<file path="src/rtl/kvt_pkg.sv">
// Package for the key/value table: sizes, operation and status codes,
// and the word types passed along the cell chain and the insert bus.
// No dependencies.
package kvt_pkg;

    // Table sizes.
    localparam int KVT_ENTRIES    = 16;
    localparam int KVT_KEY_BITS   = 64;
    localparam int KVT_VALUE_BITS = 64;
    localparam int KVT_IDX_W      = $clog2(KVT_ENTRIES);

    // Port field widths.
    localparam int KVT_FUNC_W   = 2;
    localparam int KVT_KEY_W    = 64;
    localparam int KVT_VALUE_W  = 64;
    localparam int KVT_STATUS_W = 3;

    typedef enum logic [KVT_FUNC_W-1:0] {
        FN_GET     = 2'd0,
        FN_PUT     = 2'd1,
        FN_DELETE  = 2'd2,
        FN_UNKNOWN = 2'd3
    } t_func;

    typedef enum logic [KVT_STATUS_W-1:0] {
        ST_FOUND     = 3'd0,
        ST_NOT_FOUND = 3'd1,
        ST_INSERTED  = 3'd2,
        ST_DELETED   = 3'd3,
        ST_FULL      = 3'd4,
        ST_UNKNOWN   = 3'd5
    } t_status;

    // Request word as it walks the chain, with the search results so far.
    typedef struct packed {
        logic                      vld;
        t_func                     func;
        logic [KVT_KEY_BITS-1:0]   key;
        logic [KVT_VALUE_BITS-1:0] value;
        logic                      hit;
        logic [KVT_VALUE_BITS-1:0] rd;
        logic                      free_found;
        logic [KVT_IDX_W-1:0]      free_idx;
    } t_tok;

    // Insert command broadcast to all cells.
    typedef struct packed {
        logic                      en;
        logic [KVT_IDX_W-1:0]      idx;
        logic [KVT_KEY_BITS-1:0]   key;
        logic [KVT_VALUE_BITS-1:0] value;
    } t_wr;

endpackage

</file>
<file path="src/rtl/kvt_cell.sv">
// One table entry of the key/value table: valid bit, key and value, plus
// the register that hands the request word on to the next cell.
// Depends on kvt_pkg.
module kvt_cell
    import kvt_pkg::*;
(
    input  logic                 i_clk,
    input  logic                 i_rst_n,
    input  logic [KVT_IDX_W-1:0] i_index,
    input  t_tok                 i_tok,
    input  t_wr                  i_wr,
    output t_tok                 o_tok
);

    logic                      r_valid;
    logic [KVT_KEY_BITS-1:0]   r_key;
    logic [KVT_VALUE_BITS-1:0] r_value;
    t_tok                      r_tok;
    t_tok                      n_tok;
    logic                      match;
    logic                      wr_here;

    // The first valid entry with an equal key claims the request.
    assign match   = i_tok.vld && !i_tok.hit && r_valid && (r_key == i_tok.key);
    assign wr_here = i_wr.en && (i_wr.idx == i_index);

    // Update the search results carried by the word.
    always_comb begin
        n_tok = i_tok;
        if (match) begin
            n_tok.hit = 1'b1;
            if (i_tok.func == FN_GET) begin
                n_tok.rd = r_value;
            end
        end
        if (i_tok.vld && !i_tok.free_found && !r_valid) begin
            n_tok.free_found = 1'b1;
            n_tok.free_idx   = i_index;
        end
    end

    // Entry state: overwrite and delete act on a match, insert on the bus.
    always_ff @(posedge i_clk) begin
        if (!i_rst_n) begin
            r_valid <= 1'b0;
        end else if (wr_here) begin
            r_valid <= 1'b1;
        end else if (match && (i_tok.func == FN_DELETE)) begin
            r_valid <= 1'b0;
        end
    end

    always_ff @(posedge i_clk) begin
        if (wr_here) begin
            r_key   <= i_wr.key;
            r_value <= i_wr.value;
        end else if (match && (i_tok.func == FN_PUT)) begin
            r_value <= i_tok.value;
        end
    end

    // Hand the word to the neighbor.
    always_ff @(posedge i_clk) begin
        if (!i_rst_n) begin
            r_tok.vld <= 1'b0;
        end else begin
            r_tok.vld <= n_tok.vld;
        end
        r_tok.func       <= n_tok.func;
        r_tok.key        <= n_tok.key;
        r_tok.value      <= n_tok.value;
        r_tok.hit        <= n_tok.hit;
        r_tok.rd         <= n_tok.rd;
        r_tok.free_found <= n_tok.free_found;
        r_tok.free_idx   <= n_tok.free_idx;
    end

    assign o_tok = r_tok;

endmodule

</file>
<file path="config.mk">
export PLATFORM = sky130hd
export DESIGN_NAME = kvt_cell
export DESIGN_NICKNAME = d
export VERILOG_FILES = /design/src/rtl/kvt_pkg.sv /design/src/rtl/kvt_cell.sv
export SDC_FILE = /design/constraint.sdc
export NUM_CORES = 1
export LEC_CHECK = 0
export BUFFER_PORTS_ARGS = -buffer_cell sky130_fd_sc_hd__buf_2
export CAP_MARGIN = 0
export CORE_AREA = 2 2 210 212
export CTS_CLUSTER_SIZE = 30
export DETAILED_ROUTE_END_ITERATION = 8
export DIE_AREA = 0 0 212 214
export HOLD_SLACK_MARGIN = 0.03
export PLACE_DENSITY = 0.48
export SYNTH_ARGS = -nofsm -noshare
export SYNTH_HDL_FRONTEND = slang
export SYNTH_SLANG_ARGS = --single-unit
</file>
<file path="constraint.sdc">
create_clock -name i_clk -period 7.9 [get_ports i_clk]
set_input_delay 0.79 -clock i_clk [delete_from_list [all_inputs] [get_ports i_clk]]
set_output_delay 0.79 -clock i_clk [all_outputs]
set_load 0.05 [all_outputs]
</file>
==> results of run 1 <==
flip-flops by register name (all words and copies together), names as in the netlist:
signal / count
o_tok: 201
r_key: 64
r_valid: 1
r_value: 64
worst max-delay path, stage by stage (launching register included):
cell and delay [ps]:
edfxtp_1 410, xor2_1 160, nor4_1 450, nand4_1 250
nor3_2 370, nor4b_4 250, buf_4 510, buf_4 620
mux2_2 400
power by group through the flow:
stage / sequential (uW) / combinational [uW] / clock [uW]
3_3_place_gp: 1910 / 461 / 0
6_report: 1880 / 456 / 1700
5_1_grt: 1880 / 483 / 1820
3_5_place_dp: 1920 / 463 / 0
2_1_floorplan: 2110 / 81.0 / 0
4_1_cts: 1880 / 465 / 1750
cell usage after synthesis:
library cell  instances
a41o_1                1
buf_1                 3
nand2_1               4
nor2b_1               1
buf_2                 2
nor4b_4               1
inv_1                 7
dfxtp_1             202
a221oi_1              1
xnor2_1              20
nor3_1                2
xor2_1               43
o22ai_1               2
edfxtp_1            128
and2_1                1
nor3_2                1
nor2_1                2
mux2_4               60
a21boi_0              1
mux2_2               72
nor4_1                9
nand3_1               2
nor4_2                1
nor4_4                1
o21ai_0               2
a22oi_1               1
buf_6                 1
clkbuf_1              2
nand4_1               8
nand2b_1              3
buf_12                6
cells by family (layout without fill, tap and decap cells):
kind of cell              Yosys count  after routing  share of synthesized area (%)
DFF                               330            330                           74.1
muxes                             132            132                           16.1
xor gates and xnor gates           63             63                           5.19
and+or+nand+nor                    36             36                           2.33
buffers and inverters              21            620                           1.75
AOI/OAI and AO/OA                   8              8                          0.529
other                               0              1                              0
through the flow:
step,cell area [um2],worst slack [ps],hold WS [ps],instances
2_1_floorplan,10600,1140,448,590
3_3_place_gp,14000,3670,450,1706
3_5_place_dp,14000,3710,459,1706
4_1_cts,15200,4190,319,1774
5_1_grt,15200,4040,334,1775
6_report,15200,4250,367,1775
routing by layer:
layer | wire length (um) | vias to the layer above
met3 | 3160 | 50
met4 | 810 | 4
li1 | - | 3257
met1 | 11700 | 3125
met2 | 15900 | 380
met5 | 26 | -
area by class of cell:
| cell class | instances | share of cell area, % |
|---|---|---|
| timing repair buffer | 545 | 18.0 |
| clock buffer | 60 | 7.70 |
| antenna | 1 | 0.0165 |
| multi-input combinational | 239 | 17.1 |
| tap | 585 | 4.82 |
| sequential | 330 | 51.9 |
| inverter | 7 | 0.173 |
| clock inverter | 8 | 0.296 |
cells in the final DEF, fill, tap and decap left out, drive strengths merged:
cell        n
buf       545
dfxtp     202
mux2      132
edfxtp    128
clkbuf     60
xor2       43
xnor2      20
nor4       11
nand4       8
inv         8
clkinv      6
nand2       4
nand2b      3
nor3        3
o22ai       2
nor2        2
o21ai       2
nand3       2
diode       1
a22oi       1
a221oi      1
nor4b       1
nor2b       1
a41o        1
a21boi      1
and2        1
clkinvlp    1
path summary, 6_finish.rpt:
kind / endpoint / startpoint / slack [ps] / depth (start not counted)
setup reg to reg: o_tok[7] / r_key[3] / 4250 / 8
hold / removal: o_tok[126] / i_tok[126] / 370 / 1
setup / recovery: o_tok[7] / r_key[3] / 4250 / 8
hold reg to reg: o_tok[20] / r_value[15] / 460 / 1
==> flow_metrics.env, run 1 <==
export IMPL_synth_area_per_cell_um2=18.0
export IMPL_yosysTopAreaCellShare_pct=38.0
export IMPL_drive_gt1_share_pct=62.0
export IMPL_syn_num_nets=930
export IMPL_regArea_um2=7890
export IMPL_htree_levels=2
export IMPL_p_leak_uw=0.00664
export IMPL_clk_latency_ps=530
export IMPL_comb_power_share_pct=11.3
export IMPL_num_io_pins=541
export IMPL_dr_pass1_iters=4
export IMPL_grt_use_total_pct=13.4
export IMPL_cts_tree="built"
export IMPL_min_period_ps=3650
export IMPL_seqPwrFrac_pct=46.6
export IMPL_postCtsSetupBuffers=0
export IMPL_final_max_slew_viol_count=0
export IMPL_grt_use_met3_pct=5.04
export IMPL_rows=76
export IMPL_wl_per_cell_um=17.8
export IMPL_clkTransAtPathRegs_ps=60
export IMPL_globalplace_congestion=0.831
export IMPL_grt_pass1_wl_um=44500
export IMPL_netlist_top_cell_by_area="dfxtp_1"
export IMPL_cts_hold_repair_buffers=0
export IMPL_relSlewSlack_pct=38.2
export IMPL_dp_hpwl_um=24900
export IMPL_fin_crit_sh_pct=46.3
export IMPL_use_met2_pct=24.1
export IMPL_critPathLaunchType="register"
export IMPL_cp_arrival_ps=4080
export IMPL_finalPower_uw=4030
export IMPL_fillCellCount=4262
export IMPL_worst_ep_required_time_ps=8320
export IMPL_clk_path_buf_depth=3
export IMPL_drtIter0Drc=223
export IMPL_globalRouteOverflowTotal=0
export IMPL_drv_cap=0
export IMPL_finClkSkew_ps=15.8
export IMPL_powerDensity_nw_per_um2=265
export IMPL_switching_power_uw=1010
export IMPL_drt_vias_per_instance=3.84
export IMPL_start_util_pct=24.8
export IMPL_setup_viol=0
export IMPL_ys_seq_area_share_pct=74.1
export IMPL_worstMarginPinSlew_ps=928
export IMPL_path_class="reg2reg"
export IMPL_syn_area_um2=10600
export IMPL_antenna_found_initial=5
export IMPL_num_vias=6816
export IMPL_fin_tns_setup_ps=0
export IMPL_crit_fanout=35
export IMPL_drc=0
export IMPL_cts_resized=0
export IMPL_rsz0062_at_grt="false"
export IMPL_hp_class="in2reg"
export IMPL_grt_start_max_net_pins=65
export IMPL_ys_seq_elements=330
export IMPL_core_area_um2=42900
export IMPL_fmax_ghz=0.274
export IMPL_die_area_um2=45400
export IMPL_synth_distinct_cells=31
export IMPL_dieHeight_um=214
export IMPL_multiInputGateArea_um2=2590
export IMPL_place_port_buffers=540
export IMPL_cts_buffers=38
export IMPL_swShare_pct=25.0
export IMPL_grt_pass1_vias=7303
export IMPL_fp_dieW_um=212
export IMPL_final_nets=1501
export IMPL_status="finished, final reports clean"
export IMPL_synth_top_cells_by_area="dfxtp_1, edfxtp_1, mux2_4"
export IMPL_cp_end_kind="register"
export IMPL_ys_warn_count=0
export IMPL_final_hold_viol_count=0
export IMPL_finalWirelength_um=31600
export IMPL_ant_nets=0
export IMPL_met1_usage_pct=14.0
export IMPL_root_buffer="clkbuf_16"
export IMPL_layout_area_overhead_vs_synth_pct=42.8
export IMPL_intPower_uw=3020
export IMPL_gr_max_usage_layer="met2"
export IMPL_power_frac_clock_pct=42.1
export IMPL_synth_cells=590
export IMPL_final_util_pct=35.4
export IMPL_irDropWorstVdd_v=0.000159
export IMPL_clock_sinks=330
Note: power is estimated with default switching activity, not from simulation.
==> inputs of run 2 (changes only) <==
==> constraint.sdc (replaced) <==
create_clock -name i_clk -period 3.4 [get_ports i_clk]
set_input_delay 0.34 -clock i_clk [delete_from_list [all_inputs] [get_ports i_clk]]
set_output_delay 0.34 -clock i_clk [all_outputs]
set_load 0.05 [all_outputs]
==> flow_metrics.env, run 2 (synthesized netlist as in run 1, its figures left out) <==
export IMPL_finalWirelength_um=33300
export IMPL_final_nets=1773
export IMPL_crit_slowest_cell="dlygate4sd3_1"
export IMPL_rr_endpoint="o_tok[5]"
export IMPL_dpl_cell_area_um2=14100
export IMPL_worst_ep_required_time_ps=3810
export IMPL_fmax_ghz=0.347
export IMPL_cts_hold_repair_buffers=266
export IMPL_grt_use_total_pct=14.3
export IMPL_dieHeight_um=214
export IMPL_p_leak_uw=0.00780
export IMPL_regArea_um2=7890
export IMPL_worstMarginPinSlew_ps=742
export IMPL_postCtsSetupBuffers=0
export IMPL_fillCellCount=3956
export IMPL_crit_path_frequent_cell="buf_12"
export IMPL_multiInputGateArea_um2=2590
export IMPL_antenna_found_initial=0
export IMPL_fin_tns_setup_ps=0
export IMPL_switching_power_uw=2420
export IMPL_num_vias=7860
export IMPL_clk_path_buf_depth=3
export IMPL_clk_latency_ps=550
export IMPL_grt_pass1_wl_um=48900
export IMPL_drc=0
export IMPL_drv_cap=0
export IMPL_powerDensity_nw_per_um2=540
export IMPL_cts_resized=0
export IMPL_fin_crit_sh_pct=84.8
export IMPL_drtIter0Drc=174
export IMPL_cp_slowest_stage_delay_ps=550
export IMPL_relSlewSlack_pct=50.5
export IMPL_layout_area_overhead_vs_synth_pct=69.0
export IMPL_r2r_slack_ps=610
export IMPL_crit_fanout=25
export IMPL_globalplace_congestion=0.789
export IMPL_intPower_uw=7300
export IMPL_r2r_cells=8
export IMPL_seqPwrFrac_pct=44.8
export IMPL_cp_arrival_ps=3290
export IMPL_globalRouteOverflowTotal=0
export IMPL_crit_buf_inv=4
export IMPL_htree_levels=2
export IMPL_finClkSkew_ps=33.8
export IMPL_grt_start_max_net_pins=65
export IMPL_wl_per_cell_um=16.3
export IMPL_fp_dieW_um=212
export IMPL_place_port_buffers=540
export IMPL_cts_tree="built"
export IMPL_dr_pass1_iters=4
export IMPL_final_cell_mix="buf_2, dlygate4sd3_1, dfxtp_1, edfxtp_1, mux2_2"
export IMPL_final_cell_area_um2=18000
export IMPL_final_max_slew_viol_count=0
export IMPL_ant_nets=0
export IMPL_worstReg2RegStart="r_key[50]"
export IMPL_grt_pass1_vias=8747
export IMPL_final_hold_viol_count=0
export IMPL_clkTransAtPathRegs_ps=60
export IMPL_rsz0062_at_grt="false"
export IMPL_hold_start="i_wr[60]"
export IMPL_rows=76
export IMPL_drive_gt1_share_pct=50.9
export IMPL_setup_viol=0
export IMPL_die_area_um2=45400
export IMPL_drt_vias_per_instance=3.84
export IMPL_status="finished, final reports clean"
export IMPL_swShare_pct=24.9
export IMPL_path_class="in2reg"
export IMPL_core_area_um2=42900
export IMPL_critPathLaunchType="primary input"
export IMPL_dp_hpwl_um=24400
export IMPL_clock_sinks=330
export IMPL_min_period_ps=2880
export IMPL_irDropWorstVdd_v=0.000357
export IMPL_cts_buffers=37
export IMPL_start_util_pct=24.8
export IMPL_final_common_cell="buf_2"
export IMPL_hp_class="in2reg"
export IMPL_comb_power_share_pct=13.6
export IMPL_power_frac_clock_pct=41.6
export IMPL_crit_chain="dlygate4sd3_1 -> buf_2 -> xor2_1 -> nor4_1 -> nand4_1 -> nor3_2 -> nor4b_4 -> buf_12 -> buf_12 -> mux2_2"
export IMPL_whs_endpoint="r_value[60]"
export IMPL_num_io_pins=541
export IMPL_crit_family="simple AND/OR/NAND/NOR gates"
export IMPL_root_buffer="clkbuf_16"
export IMPL_largest_reg_flops=201
export IMPL_cp_end_kind="register"
export IMPL_hold_path_depth=2
run 2: layout make-up:
class                   count  share of cell area [%]
flip-flops and latches    330                    43.9
well taps                 585                    4.07
inverters                   7                   0.146
diodes                      1                  0.0139
repair buffers            818                    30.6
clock inverters            11                   0.877
clock buffers              56                    6.00
multi-input cells         239                    14.4
run 2: stage by stage:
| step | hold WS, ps | setup WS (ps) | util, % | power [uW] | std cells |
|---|---|---|---|---|---|
| global route | 60.3 | 281 | 41.9 | 10100 | 2046 |
| detailed placement | 457 | 462 | 32.8 | 5520 | 1712 |
| floorplan | 368 | 415 | - | 5080 | 590 |
| global placement | 452 | 503 | 32.8 | 5510 | 1712 |
| CTS | 30.8 | 467 | 41.9 | 9870 | 2045 |
| finish | 95.2 | 518 | 41.9 | 9720 | 2047 |
run 2: worst max-delay path by stage:
| stage | start | to | slack [ps] | cells after the start |
|---|---|---|---|---|
| floorplan | i_wr[130] | r_key[0] | 410 | 6 |
| global placement | i_tok[167] | o_tok[6] | 500 | 9 |
| detailed placement | i_tok[184] | o_tok[51] | 460 | 9 |
| CTS | i_tok[184] | o_tok[61] | 470 | 10 |
| global route | i_tok[141] | o_tok[66] | 280 | 10 |
| finish | i_tok[141] | o_tok[5] | 520 | 10 |
run 2: routing by layer:
metal  global-route usage, %  up-vias  part of all wire, %  wire length (um)
met4                    4.13        0                  1.8               602
met5                       0        -                    0                 0
li1                        -     3805                    -                 -
met1                    14.9     3634                   38             12600
met3                    4.53       48                  8.1              2710
met2                    26.9      373                   52             17400
run 2: worst register-to-register path, delay by kind of cell, from the launching register on:
family	cells	cell delay [ps]
AND/OR/NAND/NOR	4	1300
buffers and inverters	2	460
flip-flops	1	380
multiplexers	1	360
XOR/XNOR	1	150
run 2: power by group through the flow:
| stage | sequential (uW) | clock [uW] | combinational, uW |
|---|---|---|---|
| after floorplan | 4890 | 0 | 189 |
| final | 4350 | 4040 | 1320 |
| after global routing | 4370 | 4340 | 1390 |
| after global placement | 4440 | 0 | 1070 |
| after CTS | 4360 | 4180 | 1330 |
| after detailed placement | 4440 | 0 | 1080 |
==> inputs of run 3 (changes only) <==
--- a/config.mk
+++ b/config.mk
@@ -5,6 +5,7 @@
 export SDC_FILE = /design/constraint.sdc
 export NUM_CORES = 1
 export LEC_CHECK = 0
+export ABC_AREA = 1
 export BUFFER_PORTS_ARGS = -buffer_cell sky130_fd_sc_hd__buf_2
 export CAP_MARGIN = 0
 export CORE_AREA = 2 2 210 212
@@ -12,7 +13,7 @@
 export DETAILED_ROUTE_END_ITERATION = 8
 export DIE_AREA = 0 0 212 214
 export HOLD_SLACK_MARGIN = 0.03
-export PLACE_DENSITY = 0.48
+export PLACE_DENSITY = 0.5
 export SYNTH_ARGS = -nofsm -noshare
 export SYNTH_HDL_FRONTEND = slang
 export SYNTH_SLANG_ARGS = --single-unit
==> constraint.sdc (replaced) <==
create_clock -name i_clk -period 2.8 [get_ports i_clk]
set_input_delay 0.28 -clock i_clk [delete_from_list [all_inputs] [get_ports i_clk]]
set_output_delay 0.28 -clock i_clk [all_outputs]
set_load 0.05 [all_outputs]
==> flow_metrics.env, run 3 <==
export IMPL_synth_top_cells_by_area="dfxtp_1, edfxtp_1, nand2_1"
export IMPL_p_leak_uw=0.00909
export IMPL_powerDensity_nw_per_um2=619
export IMPL_cts_tree="built"
export IMPL_cts_buffers=37
export IMPL_clock_sinks=330
export IMPL_drc=0
export IMPL_dp_cells=2192
export IMPL_rsz0062_at_grt="false"
export IMPL_dieHeight_um=214
export IMPL_ant_nets=0
export IMPL_ys_seq_elements=330
export IMPL_grt_start_max_net_pins=66
export IMPL_globalRouteOverflowTotal=0
export IMPL_die_area_um2=45400
export IMPL_crit_fanout=64
export IMPL_min_period_ps=2520
export IMPL_status="finished, final reports clean"
export IMPL_syn_area_um2=11800
export IMPL_num_vias=10900
export IMPL_clkTransAtPathRegs_ps=60
export IMPL_drive_gt1_share_pct=34.6
export IMPL_antenna_found_initial=6
export IMPL_dp_hpwl_um=31100
export IMPL_hp_class="in2reg"
export IMPL_core_area_um2=42900
export IMPL_place_ws_ps=290
export IMPL_final_hold_viol_count=0
export IMPL_rows=76
export IMPL_synth_flop_cell="dfxtp_1"
export IMPL_cp_end_kind="register"
export IMPL_ys_seq_area_share_pct=67.1
export IMPL_start_util_pct=27.4
export IMPL_cp_slowest_stage_delay_ps=600
export IMPL_clk_path_buf_depth=3
export IMPL_dr_pass1_iters=5
export IMPL_ys_warn_count=0
export IMPL_drt_vias_per_instance=4.20
export IMPL_grt_use_total_pct=19.4
export IMPL_fin_tns_setup_ps=0
export IMPL_worst_ep_required_time_ps=3280
export IMPL_irDropWorstVdd_v=0.000383
export IMPL_final_cell_mix="buf_2, nand2_1, dlygate4sd3_1, dfxtp_1, edfxtp_1"
export IMPL_synth_distinct_cells=24
export IMPL_final_common_cell="buf_2"
export IMPL_netlist_top_cell_by_area="dfxtp_1"
export IMPL_synth_area_per_cell_um2=10.7
export IMPL_crit_path_frequent_cell="nor2_1"
export IMPL_final_cells=2586
export IMPL_critPathLaunchType="primary input"
export IMPL_crit_chain="dlygate4sd3_1 -> buf_2 -> nor2_1 -> nor2_1 -> nor2_1 -> nand3_1 -> nor2_1 -> nand3_1 -> nor2_4 -> buf_4 -> nand4_1 -> nand2_1"
export IMPL_grt_pass1_vias=11600
export IMPL_num_io_pins=541
export IMPL_wl_per_cell_um=17.3
export IMPL_grt_pass1_wl_um=66700
export IMPL_fin_crit_sh_pct=89.8
export IMPL_fillCellCount=3983
export IMPL_finalWirelength_um=44600
export IMPL_root_buffer="clkbuf_16"
export IMPL_drv_cap=0
export IMPL_htree_levels=2
export IMPL_final_nets=2308
export IMPL_worstMarginPinSlew_ps=824
export IMPL_finClkSkew_ps=20.4
export IMPL_fmax_ghz=0.398
export IMPL_yosysTopAreaCellShare_pct=34.4
export IMPL_cp_arrival_ps=3000
export IMPL_fp_dieW_um=212
export IMPL_path_class="in2reg"
export IMPL_synth_edff_count=128
export IMPL_setup_viol=0
export IMPL_relSlewSlack_pct=45.1
export IMPL_finalWorstSetupSlack_ps=285
export IMPL_final_max_slew_viol_count=0
export IMPL_synth_cells=1096
export IMPL_crit_slowest_cell="buf_4"
export IMPL_syn_num_nets=1436
export IMPL_largest_reg_flops=201
export IMPL_async_reset_ff_share_pct=0
export IMPL_clk_latency_ps=550
export IMPL_drtIter0Drc=502
export IMPL_globalplace_congestion=0.917
export IMPL_place_port_buffers=540
export IMPL_synthTopCellsByCount="nand2_1, dfxtp_1, edfxtp_1, nand4_1, mux2_2"
export IMPL_cts_resized=0
export IMPL_layout_area_overhead_vs_synth_pct=67.7
export IMPL_synth_most_common_cell="nand2_1"
-- run 3: cell type report --
cell class | count | area [um2] | area share, %
sequential | 330 | 7890 | 40.0
timing repair buffer | 881 | 6140 | 31.1
multi-input combinational | 670 | 3510 | 17.8
clock inverter | 12 | 139 | 0.704
antenna | 4 | 10.0 | 0.0507
inverter | 48 | 183 | 0.926
tap | 585 | 732 | 3.71
clock buffer | 56 | 1120 | 5.69
-- run 3: final timing paths --
path              cells past startpoint        from          end  slack [ps]
hold reg to reg                       2     r_valid      r_valid         470
setup / recovery                     12  i_tok[176]    o_tok[53]         280
hold / removal                        3    i_wr[52]  r_value[52]          50
setup reg to reg                      9   r_key[43]    o_tok[53]         340
-- run 3: through the flow --
step	utilization (%)	total power, uW	hold WS (ps)	area, um2
after floorplan	-	6270	308	11800
after global placement	35.5	6860	397	15200
after detailed placement	35.5	6870	398	15200
after CTS	46.0	12300	31.1	19700
after global routing	46.0	12700	49.5	19700
final	46.0	12200	53.7	19700
-- run 3: timing repair --
action / in CTS / in global routing
endpoints found under the setup margin: 0 / 0
setup buffers: 0 / 0
hold buffers: 322 / 0
hold endpoints to repair: 321 / 0
-- run 3: logic make-up after synthesis --
group / Yosys count / synth area share [%]
AOI/OAI and AO/OA: 9 / 0.426
xor gates and xnor gates: 41 / 3.05
buffers and inverters: 96 / 3.65
DFF: 330 / 67.1
muxes: 65 / 6.22
and+or+nand+nor: 555 / 19.6
-- run 3: layer usage --
metal  global-route usage (%)  vias up  share of wire (%)
met5                        0        -              0.054
met4                     7.32        4                3.0
met3                     4.94       91                5.9
met2                     33.5      343                 49
met1                     23.2     5060                 42
li1                         -     5356                  -
-- run 3: power breakdown --
group          internal (uW)  switching (uW)  leakage, uW
combinational            755            1090      0.00561
sequential              5230            70.1      0.00286
clock                   3060            2020     0.000619
total                   9040            3180      0.00909
-- run 3: worst max-delay path, delay by kind of cell --
family / cells / cell delay (ps)
buffers and inverters: 3 / 1300
and+or+nand+nor: 9 / 1290
